File: config.mk
export PLATFORM = sky130hd
export DESIGN_NAME = qlsf_accum
export DESIGN_NICKNAME = d
export VERILOG_FILES = /design/src/sv/qlsf_pkg.sv /design/src/sv/qlsf_accum.sv
export SDC_FILE = /design/constraint.sdc
export NUM_CORES = 2
export LEC_CHECK = 0
export BUFFER_PORTS_ARGS = -buffer_cell sky130_fd_sc_hd__buf_2
export CAP_MARGIN = 20
export CELL_PAD_IN_SITES_DETAIL_PLACEMENT = 1
export CELL_PAD_IN_SITES_GLOBAL_PLACEMENT = 2
export CORE_MARGIN = 1.5
export CORE_UTILIZATION = 38
export DETAILED_ROUTE_END_ITERATION = 7
export PLACE_DENSITY = 0.79
export SYNTH_ARGS = -nofsm -noshare
export SYNTH_HDL_FRONTEND = slang
export SYNTH_SLANG_ARGS = --single-unit
File: constraint.sdc
create_clock -name clk -period 8.05 [get_ports clk]
set_input_delay 0 -clock clk [delete_from_list [all_inputs] [get_ports clk]]
set_output_delay 0 -clock clk [all_outputs]
set_load 0.005 [all_outputs]
File: src/sv/qlsf_pkg.sv
// ----------------------------------------------------------------------------
// qlsf_pkg
// Widths, operand codes and the solve microprogram of the quadratic fit.
// ----------------------------------------------------------------------------
package qlsf_pkg;

    localparam int MAX_POINTS_DEF = 1024;
    localparam int X_W            = 10;
    localparam int Y_W            = 9;
    localparam int COEF_W         = 48;
    localparam int USED_W         = 11;
    localparam int WIDE_W         = 192;
    localparam int FRAC_CONST     = 16;
    localparam int FRAC_LINEAR    = 32;
    localparam int FRAC_SQUARE    = 40;

    // multiplicand selectors
    localparam logic [3:0] A_P0  = 4'd0;
    localparam logic [3:0] A_P1  = 4'd1;
    localparam logic [3:0] A_P2  = 4'd2;
    localparam logic [3:0] A_P3  = 4'd3;
    localparam logic [3:0] A_P4  = 4'd4;
    localparam logic [3:0] A_C00 = 4'd5;
    localparam logic [3:0] A_C01 = 4'd6;
    localparam logic [3:0] A_C02 = 4'd7;
    localparam logic [3:0] A_C11 = 4'd8;
    localparam logic [3:0] A_C12 = 4'd9;
    localparam logic [3:0] A_C22 = 4'd10;

    // multiplier selectors
    localparam logic [2:0] B_P0 = 3'd0;
    localparam logic [2:0] B_P1 = 3'd1;
    localparam logic [2:0] B_P2 = 3'd2;
    localparam logic [2:0] B_P3 = 3'd3;
    localparam logic [2:0] B_P4 = 3'd4;
    localparam logic [2:0] B_R0 = 3'd5;
    localparam logic [2:0] B_R1 = 3'd6;
    localparam logic [2:0] B_R2 = 3'd7;

    // result file slots, cofactors first in multiplicand order
    localparam int         FILE_DEPTH = 10;
    localparam logic [3:0] F_C00 = 4'd0;
    localparam logic [3:0] F_C01 = 4'd1;
    localparam logic [3:0] F_C02 = 4'd2;
    localparam logic [3:0] F_C11 = 4'd3;
    localparam logic [3:0] F_C12 = 4'd4;
    localparam logic [3:0] F_C22 = 4'd5;
    localparam logic [3:0] F_DET = 4'd6;
    localparam logic [3:0] F_N0  = 4'd7;
    localparam logic [3:0] F_N1  = 4'd8;
    localparam logic [3:0] F_N2  = 4'd9;

    localparam int         UOP_W    = 5;
    localparam logic [4:0] UOP_LAST = 5'd23;

    typedef struct packed {
        logic [3:0] a_sel;
        logic [2:0] b_sel;
        logic       neg;
        logic       first;
        logic       last;
        logic [3:0] dst;
    } uop_t;

    function automatic uop_t mk_uop(input logic [3:0] a, input logic [2:0] b,
                                    input logic n, input logic f, input logic l,
                                    input logic [3:0] d);
        uop_t u;
        u.a_sel = a;
        u.b_sel = b;
        u.neg   = n;
        u.first = f;
        u.last  = l;
        u.dst   = d;
        return u;
    endfunction

    // acc = sum of +/- a*b terms, written to dst on the last term
    function automatic uop_t uop_at(input logic [UOP_W-1:0] idx);
        uop_t u;
        case (idx)
            5'd0:    u = mk_uop(A_P2,  B_P4, 1'b0, 1'b1, 1'b0, F_C00);
            5'd1:    u = mk_uop(A_P3,  B_P3, 1'b1, 1'b0, 1'b1, F_C00);
            5'd2:    u = mk_uop(A_P1,  B_P4, 1'b0, 1'b1, 1'b0, F_C01);
            5'd3:    u = mk_uop(A_P2,  B_P3, 1'b1, 1'b0, 1'b1, F_C01);
            5'd4:    u = mk_uop(A_P1,  B_P3, 1'b0, 1'b1, 1'b0, F_C02);
            5'd5:    u = mk_uop(A_P2,  B_P2, 1'b1, 1'b0, 1'b1, F_C02);
            5'd6:    u = mk_uop(A_P0,  B_P4, 1'b0, 1'b1, 1'b0, F_C11);
            5'd7:    u = mk_uop(A_P2,  B_P2, 1'b1, 1'b0, 1'b1, F_C11);
            5'd8:    u = mk_uop(A_P0,  B_P3, 1'b0, 1'b1, 1'b0, F_C12);
            5'd9:    u = mk_uop(A_P1,  B_P2, 1'b1, 1'b0, 1'b1, F_C12);
            5'd10:   u = mk_uop(A_P0,  B_P2, 1'b0, 1'b1, 1'b0, F_C22);
            5'd11:   u = mk_uop(A_P1,  B_P1, 1'b1, 1'b0, 1'b1, F_C22);
            5'd12:   u = mk_uop(A_C00, B_P0, 1'b0, 1'b1, 1'b0, F_DET);
            5'd13:   u = mk_uop(A_C01, B_P1, 1'b1, 1'b0, 1'b0, F_DET);
            5'd14:   u = mk_uop(A_C02, B_P2, 1'b0, 1'b0, 1'b1, F_DET);
            5'd15:   u = mk_uop(A_C00, B_R0, 1'b0, 1'b1, 1'b0, F_N0);
            5'd16:   u = mk_uop(A_C01, B_R1, 1'b1, 1'b0, 1'b0, F_N0);
            5'd17:   u = mk_uop(A_C02, B_R2, 1'b0, 1'b0, 1'b1, F_N0);
            5'd18:   u = mk_uop(A_C01, B_R0, 1'b1, 1'b1, 1'b0, F_N1);
            5'd19:   u = mk_uop(A_C11, B_R1, 1'b0, 1'b0, 1'b0, F_N1);
            5'd20:   u = mk_uop(A_C12, B_R2, 1'b1, 1'b0, 1'b1, F_N1);
            5'd21:   u = mk_uop(A_C02, B_R0, 1'b0, 1'b1, 1'b0, F_N2);
            5'd22:   u = mk_uop(A_C12, B_R1, 1'b1, 1'b0, 1'b0, F_N2);
            5'd23:   u = mk_uop(A_C22, B_R2, 1'b0, 1'b0, 1'b1, F_N2);
            default: u = mk_uop(A_P0,  B_P0, 1'b0, 1'b0, 1'b0, F_C00);
        endcase
        return u;
    endfunction

endpackage

File: src/sv/qlsf_accum.sv
// ----------------------------------------------------------------------------
// qlsf_accum
// Power sums of the point set, formed with one shared 30x10 multiplier.
// ----------------------------------------------------------------------------
module qlsf_accum #(
    parameter  int MAX_POINTS = qlsf_pkg::MAX_POINTS_DEF,
    localparam int CNT_W      = $clog2(MAX_POINTS + 1)
) (
    input  logic                         clk,
    input  logic                         rst_n,
    input  logic                         in_valid,
    output logic                         in_ready,
    input  logic [qlsf_pkg::X_W-1:0]     point_x,
    input  logic [qlsf_pkg::Y_W-1:0]     point_y,
    input  logic                         last_point,
    input  logic                         solve_busy,
    output logic                         start,
    output logic [CNT_W-1:0]             p0,
    output logic [CNT_W+9:0]             p1,
    output logic [CNT_W+19:0]            p2,
    output logic [CNT_W+29:0]            p3,
    output logic [CNT_W+39:0]            p4,
    output logic [CNT_W+8:0]             r0,
    output logic [CNT_W+18:0]            r1,
    output logic [CNT_W+28:0]            r2,
    output logic                         overflow
);

    localparam int S1_W = CNT_W + 10;
    localparam int S2_W = CNT_W + 20;
    localparam int S3_W = CNT_W + 30;
    localparam int S4_W = CNT_W + 40;
    localparam int R0_W = CNT_W + 9;
    localparam int R1_W = CNT_W + 19;
    localparam int R2_W = CNT_W + 29;

    localparam logic [1:0] AS_IDLE = 2'd0;
    localparam logic [1:0] AS_MUL  = 2'd1;
    localparam logic [1:0] AS_FIN  = 2'd2;

    logic [1:0]                  state_reg;
    logic [2:0]                  step_reg;
    logic [qlsf_pkg::X_W-1:0]    x_reg;
    logic [qlsf_pkg::Y_W-1:0]    y_reg;
    logic                        last_reg;
    logic [19:0]                 x2_reg;
    logic [39:0]                 prod_reg;
    logic [CNT_W-1:0]            cnt_reg;
    logic [S1_W-1:0]             s1_reg;
    logic [S2_W-1:0]             s2_reg;
    logic [S3_W-1:0]             s3_reg;
    logic [S4_W-1:0]             s4_reg;
    logic [R0_W-1:0]             t0_reg;
    logic [R1_W-1:0]             t1_reg;
    logic [R2_W-1:0]             t2_reg;
    logic                        ovf_reg;
    logic [29:0]                 mul_a;
    logic [9:0]                  mul_b;
    logic [39:0]                 mul_res;
    logic                        accept;

    assign in_ready = (state_reg == AS_IDLE);
    assign accept   = in_valid && in_ready;
    assign start    = (state_reg == AS_FIN) && last_reg && !solve_busy;

    always_comb
    begin
        case (step_reg)
            3'd0:
            begin
                mul_a = 30'(x_reg);
                mul_b = x_reg;
            end
            3'd1, 3'd2:
            begin
                mul_a = prod_reg[29:0];
                mul_b = x_reg;
            end
            3'd3:
            begin
                mul_a = 30'(x2_reg);
                mul_b = 10'(y_reg);
            end
            3'd4:
            begin
                mul_a = 30'(x_reg);
                mul_b = 10'(y_reg);
            end
            default:
            begin
                mul_a = '0;
                mul_b = '0;
            end
        endcase
    end

    assign mul_res = 40'(mul_a) * 40'(mul_b);

    always_ff @(posedge clk or negedge rst_n)
    begin
        if (!rst_n)
        begin
            state_reg <= AS_IDLE;
            step_reg  <= '0;
            cnt_reg   <= '0;
            s1_reg    <= '0;
            s2_reg    <= '0;
            s3_reg    <= '0;
            s4_reg    <= '0;
            t0_reg    <= '0;
            t1_reg    <= '0;
            t2_reg    <= '0;
            ovf_reg   <= 1'b0;
            last_reg  <= 1'b0;
        end
        else
        begin
            case (state_reg)
                AS_IDLE:
                begin
                    if (accept)
                    begin
                        x_reg    <= point_x;
                        y_reg    <= point_y;
                        last_reg <= last_point;
                        step_reg <= '0;
                        if (cnt_reg < CNT_W'(MAX_POINTS))
                        begin
                            state_reg <= AS_MUL;
                        end
                        else
                        begin
                            // capacity full: drop the point, keep the flag
                            ovf_reg   <= 1'b1;
                            state_reg <= AS_FIN;
                        end
                    end
                end
                AS_MUL:
                begin
                    prod_reg <= mul_res;
                    step_reg <= step_reg + 3'd1;
                    case (step_reg)
                        3'd0:
                        begin
                            cnt_reg <= cnt_reg + CNT_W'(1);
                            s1_reg  <= s1_reg + S1_W'(x_reg);
                            t0_reg  <= t0_reg + R0_W'(y_reg);
                        end
                        3'd1:
                        begin
                            x2_reg <= prod_reg[19:0];
                            s2_reg <= s2_reg + S2_W'(prod_reg[19:0]);
                        end
                        3'd2:    s3_reg <= s3_reg + S3_W'(prod_reg[29:0]);
                        3'd3:    s4_reg <= s4_reg + S4_W'(prod_reg);
                        3'd4:    t2_reg <= t2_reg + R2_W'(prod_reg[28:0]);
                        3'd5:
                        begin
                            t1_reg    <= t1_reg + R1_W'(prod_reg[18:0]);
                            state_reg <= AS_FIN;
                        end
                        default: state_reg <= AS_FIN;
                    endcase
                end
                AS_FIN:
                begin
                    if (!last_reg)
                    begin
                        state_reg <= AS_IDLE;
                    end
                    else if (!solve_busy)
                    begin
                        // solver takes the sums on this edge; start a fresh set
                        cnt_reg   <= '0;
                        s1_reg    <= '0;
                        s2_reg    <= '0;
                        s3_reg    <= '0;
                        s4_reg    <= '0;
                        t0_reg    <= '0;
                        t1_reg    <= '0;
                        t2_reg    <= '0;
                        ovf_reg   <= 1'b0;
                        state_reg <= AS_IDLE;
                    end
                end
                default: state_reg <= AS_IDLE;
            endcase
        end
    end

    assign p0       = cnt_reg;
    assign p1       = s1_reg;
    assign p2       = s2_reg;
    assign p3       = s3_reg;
    assign p4       = s4_reg;
    assign r0       = t0_reg;
    assign r1       = t1_reg;
    assign r2       = t2_reg;
    assign overflow = ovf_reg;

endmodule

==> results <==
- The tool flagged a number of max-cap violations equal to 0.
- The critical path start-end classification is reg2reg.
- The reg-to-reg startpoint is step_reg[1].
- The register bit count reported by yosys is 331.
- The class of the worst hold path is in2reg.
- The nature of the critical path endpoint is a flop.
- For this run, design rule violations remaining after detail routing come to 0.
- No sink is reached through more buffers than the 3 on the longest clock path.
- The post-detailed-route wirelength per cell is 23.4 um.
- In this run the critical register-to-register path is captured at prod_reg[37].
- The proportion of synthesized chip area in sequential cells is about 29%.
- In this design, the critical path's most frequently occurring cell is sky130_fd_sc_hd__fa_1.
- The maximum fanout along the worst path is 19.
- The worst hold path was traced through 2 stages.
- The layout-stage area growth over the synthesis result is 14.4%.
- The routed wire length is approximately 110000 um.
- Entering global routing, the biggest net connects approximately 150 pins.
- The initial core utilization is about two fifths.
- Setup repair after global routing left no endpoint under its margin.
- After global routing the overflow that remains totals 0.
- The number of cells on the worst reg-to-reg path is 26.
- The number of antenna violations at the first check in global routing is 3.
- For this design the top-level I/O count stands at ~270.
- In this run, synthesis inferred a little under 80 flip-flops with an integrated enable.
- The time the final worst path needs with I/O delays and setup is around 7.7 ns.
- In the synthesized netlist the dominant register cell turns out to be sky130_fd_sc_hd__dfrtp_1.
- Setup total negative slack on the finished layout was measured at 0 ns.
- CTS placed an instance of sky130_fd_sc_hd__clkbuf_16 at the clock tree root.
- The register with the most flip-flops in the layout has between 50 and 60 of them.
- The number of failing hold endpoints at the final stage is 0.
- The routability congestion estimate is 0.908.
- The total routing resource utilization after global routing is 27.0%.
- The net count of the finished layout is 4056.
- In this run the most critical hold path is launched from point_x[3].
- The clock insertion delay at the later pin of the skew report is between 0.5 and 0.6 ns.
- The total number of vias is 26000.
- Input and output buffers added on the ports amount to 271.
- The via count of the first global-routing pass came to 28000.
- The number of sinks driven by the clock tree is 331.
- Counting every instance in the synthesized netlist gives 3300.
- The synthesized netlist contains 94 unique library cells.
- In this run the number of H-tree levels came out at 2.
- For this design, the slowest cell found on the critical path is sky130_fd_sc_hd__fa_1.
- The die boundary height is approximately 280 um.
- The worst pin sits at a relative slew slack of 25.2%.
- At the worst endpoint, the arrival time is 7.96 ns.
- The maximum clock frequency is roughly 130 MHz.
- The slew at the pin closest to its max-slew limit is roughly 1.1 ns.
- For this run, asynchronously set or reset flops after synthesis account for about three quarters.
- Once detailed placement completed, the half-perimeter wirelength came to 83500 um.
- The number of buffers added for setup after CTS is 0.
- The family of cells with the greatest summed delay on the critical path is adder cells.
- The final period utilization is 95.2%.
- The slack of the worst reg-to-reg path is approximately 0.38 ns.
- The flow ran to the end, and the final reports show no timing, DRC or antenna violations.
- The number of logic stages on the critical path including buffering is 26.
- The clock arrives with between 0.03 and 0.04 ns of skew.
- The clock transition at the registers of the reported paths is ~0.060 ns.
- The die covers between 80000 and 90000 um2.
- The floorplan step set the die width to ~280 um.
- The count of final max-slew check failures is 0.
- A synthesized cell averages 9.02 um2.
- The number of setup violations in the final report is 0.
- During synthesis, Yosys emitted a total of 0 warnings.
- The number of nets in the synthesized netlist is roughly 3800.
- The CTS tree is built.
- The delay of the slowest cell on the worst path is around 0.55 ns.
- The first-pass GRT wire length is approximately 170000 um.
- Data on the critical path is required at its endpoint by approximately 8.4 ns.
- The number of optimization iterations in the first detailed-route pass is 5.
- The sort of element at the start of the critical path is a flop.
- The core footprint is 77500 um2.
- For hold timing, the worst endpoint is x_reg[3].
- In this run the remaining antenna-violating nets after routing total 0.
- The synthesized netlist occupies a cell area of 29800 um2.
- The first routing iteration left ~1400 violations.
- The share of cells above drive strength 1 is 12.7%.
- In the routed layout, each cell is associated on average with a via count of ~5.6.
- The total buffers and inverters traversed by the critical path is 6.
- The number of standard-cell rows in the floorplan is 102.
- Counting the buffers created by CTS gives 42.
==> through the flow <==
step	std cells	cell area [um2]	setup slack, ns	utilization, %	hold WS [ns]
after floorplan	3300	29800	1.16	-	-0.296
after global placement	4533	32400	0.692	41.8	-0.0452
after detailed placement	4533	32400	0.441	41.8	-0.0430
after CTS	4633	34000	0.382	44.0	0.112
after global routing	4634	34100	0.0241	44.0	0.144
final	4636	34100	0.383	44.0	0.142
==> worst register-to-register path, cell delays in order (launching register included) <==
cell and delay, ns:
sky130_fd_sc_hd__dfrtp_1 0.42, sky130_fd_sc_hd__inv_1 0.16, sky130_fd_sc_hd__ha_1 0.20, sky130_fd_sc_hd__nand2_1 0.09, sky130_fd_sc_hd__o21ai_1 0.37, sky130_fd_sc_hd__buf_4 0.28, sky130_fd_sc_hd__a22o_1 0.32, sky130_fd_sc_hd__buf_4 0.33
sky130_fd_sc_hd__nand2_1 0.12, sky130_fd_sc_hd__fa_1 0.48, sky130_fd_sc_hd__inv_1 0.05, sky130_fd_sc_hd__fa_1 0.53, sky130_fd_sc_hd__fa_1 0.44, sky130_fd_sc_hd__fa_1 0.55, sky130_fd_sc_hd__inv_1 0.06, sky130_fd_sc_hd__fa_1 0.53
sky130_fd_sc_hd__inv_1 0.05, sky130_fd_sc_hd__ha_1 0.38, sky130_fd_sc_hd__a21oi_1 0.18, sky130_fd_sc_hd__o21ai_0 0.19, sky130_fd_sc_hd__a41oi_1 0.31, sky130_fd_sc_hd__o2111ai_1 0.25, sky130_fd_sc_hd__and2b_1 0.29, sky130_fd_sc_hd__a21oi_1 0.31
sky130_fd_sc_hd__o221ai_1 0.18, sky130_fd_sc_hd__a21oi_1 0.21, sky130_fd_sc_hd__xnor2_1 0.09
==> layout by cell type (no fill, tap or decap), types with 29 or more instances in the layout <==
master | Yosys | routed
sky130_fd_sc_hd__fa_1 | 229 | 229
sky130_fd_sc_hd__clkbuf_16 | 0 | 42
sky130_fd_sc_hd__dfrtp_1 | 252 | 252
sky130_fd_sc_hd__inv_1 | 247 | 246
sky130_fd_sc_hd__xnor2_1 | 101 | 101
sky130_fd_sc_hd__o211ai_1 | 31 | 31
sky130_fd_sc_hd__edfxtp_1 | 79 | 79
sky130_fd_sc_hd__and3_1 | 29 | 29
sky130_fd_sc_hd__and2_1 | 31 | 30
sky130_fd_sc_hd__nand3_1 | 129 | 129
sky130_fd_sc_hd__buf_4 | 1 | 55
sky130_fd_sc_hd__o21ai_0 | 232 | 231
sky130_fd_sc_hd__a21o_1 | 74 | 74
sky130_fd_sc_hd__ha_1 | 238 | 238
sky130_fd_sc_hd__o21bai_1 | 35 | 35
sky130_fd_sc_hd__nor2_1 | 317 | 312
sky130_fd_sc_hd__a21oi_1 | 198 | 198
sky130_fd_sc_hd__xor2_1 | 108 | 108
sky130_fd_sc_hd__buf_2 | 11 | 270
sky130_fd_sc_hd__nand4_1 | 34 | 34
sky130_fd_sc_hd__nand2_1 | 410 | 410
==> logic make-up (layout without fill, tap and decap cells) <==
group | Yosys count | in the layout | synth area share (%)
AOI/OAI and AO/OA | 812 | 812 | 17.7
DFF | 331 | 331 | 29.1
and+or+nand+nor | 1089 | 1089 | 16.3
other | 0 | 2 | 0
adders and majority gates | 467 | 467 | 25.4
xor gates and xnor gates | 209 | 209 | 6.15
buffers and inverters | 382 | 676 | 4.92
muxes | 10 | 10 | 0.340
==> synthesized netlist by cell type, types with 6 or more instances <==
| cell type | number | area (um2) |
|---|---|---|
| sky130_fd_sc_hd__and2_1 | 31 | 194 |
| sky130_fd_sc_hd__or3_1 | 26 | 163 |
| sky130_fd_sc_hd__nand2b_1 | 28 | 175 |
| sky130_fd_sc_hd__a21oi_1 | 198 | 991 |
| sky130_fd_sc_hd__a31oi_1 | 14 | 87.6 |
| sky130_fd_sc_hd__o31ai_1 | 26 | 195 |
| sky130_fd_sc_hd__a21o_1 | 74 | 556 |
| sky130_fd_sc_hd__dfrtp_1 | 252 | 6310 |
| sky130_fd_sc_hd__o21ai_1 | 10 | 50.1 |
| sky130_fd_sc_hd__nor2b_1 | 18 | 113 |
| sky130_fd_sc_hd__o21ai_2 | 6 | 52.6 |
| sky130_fd_sc_hd__inv_1 | 247 | 927 |
| sky130_fd_sc_hd__nand2_1 | 410 | 1540 |
| sky130_fd_sc_hd__a21oi_2 | 6 | 52.6 |
| sky130_fd_sc_hd__buf_2 | 11 | 55.1 |
| sky130_fd_sc_hd__nand3_1 | 129 | 646 |
| sky130_fd_sc_hd__o21ai_0 | 232 | 1160 |
| sky130_fd_sc_hd__mux2i_1 | 9 | 90.1 |
| sky130_fd_sc_hd__fa_1 | 229 | 4580 |
| sky130_fd_sc_hd__a211oi_1 | 19 | 143 |
| sky130_fd_sc_hd__nor3_1 | 27 | 135 |
| sky130_fd_sc_hd__nand4_1 | 34 | 213 |
| sky130_fd_sc_hd__a22o_1 | 26 | 228 |
| sky130_fd_sc_hd__a22oi_1 | 26 | 195 |
| sky130_fd_sc_hd__xor2_1 | 108 | 946 |
| sky130_fd_sc_hd__o211ai_1 | 31 | 233 |
| sky130_fd_sc_hd__xnor2_1 | 101 | 885 |
| sky130_fd_sc_hd__nor2_1 | 317 | 1190 |
| sky130_fd_sc_hd__and3_1 | 29 | 181 |
| sky130_fd_sc_hd__o21bai_1 | 35 | 263 |
| sky130_fd_sc_hd__buf_1 | 14 | 52.6 |
| sky130_fd_sc_hd__and4_1 | 6 | 52.6 |
| sky130_fd_sc_hd__clkbuf_1 | 107 | 402 |
| sky130_fd_sc_hd__ha_1 | 238 | 2980 |
| sky130_fd_sc_hd__edfxtp_1 | 79 | 2370 |
| sky130_fd_sc_hd__o21a_1 | 21 | 158 |
| sky130_fd_sc_hd__or2_2 | 9 | 56.3 |
==> how the worst max path moves through the flow <==
| stage | startpoint | endpoint | slack (ns) |
|---|---|---|---|
| 2_1_floorplan | step_reg[1] | prod_reg[39] | 1.16 |
| 3_3_place_gp | step_reg[2] | prod_reg[39] | 0.69 |
| 3_5_place_dp | step_reg[1] | prod_reg[37] | 0.44 |
| 4_1_cts | step_reg[1] | prod_reg[37] | 0.38 |
| 5_1_grt | step_reg[2] | prod_reg[39] | 0.02 |
| 6_report | step_reg[1] | prod_reg[37] | 0.38 |
==> layer usage <==
metal  share of wire (%)  up-vias  track usage (%)
li1                    -    11900                -
met1                  45    13400             36.5
met2                  47      605             45.0
met3                 5.2      140             4.16
met4                 2.7        0             6.80
met5                   0        -                0
==> cell type report <==
class	instances	area, um2
well taps	1040	1300
repair buffers	356	2120
clock inverters	21	249
flip-flops and latches	331	8680
multi-input cells	2587	19700
inverters	247	927
clock buffers	52	1120
fillers	9061	43400
diodes	2	5.00
==> timing repair <==
item                                    CTS  global route
resized for setup                         0             1
hold endpoints to repair                 80             0
endpoints found under the setup margin    0             1
hold buffers                             27             0
Power is not shown: default switching activity piles up to over one toggle a cycle in this logic, so the estimate is an artifact.
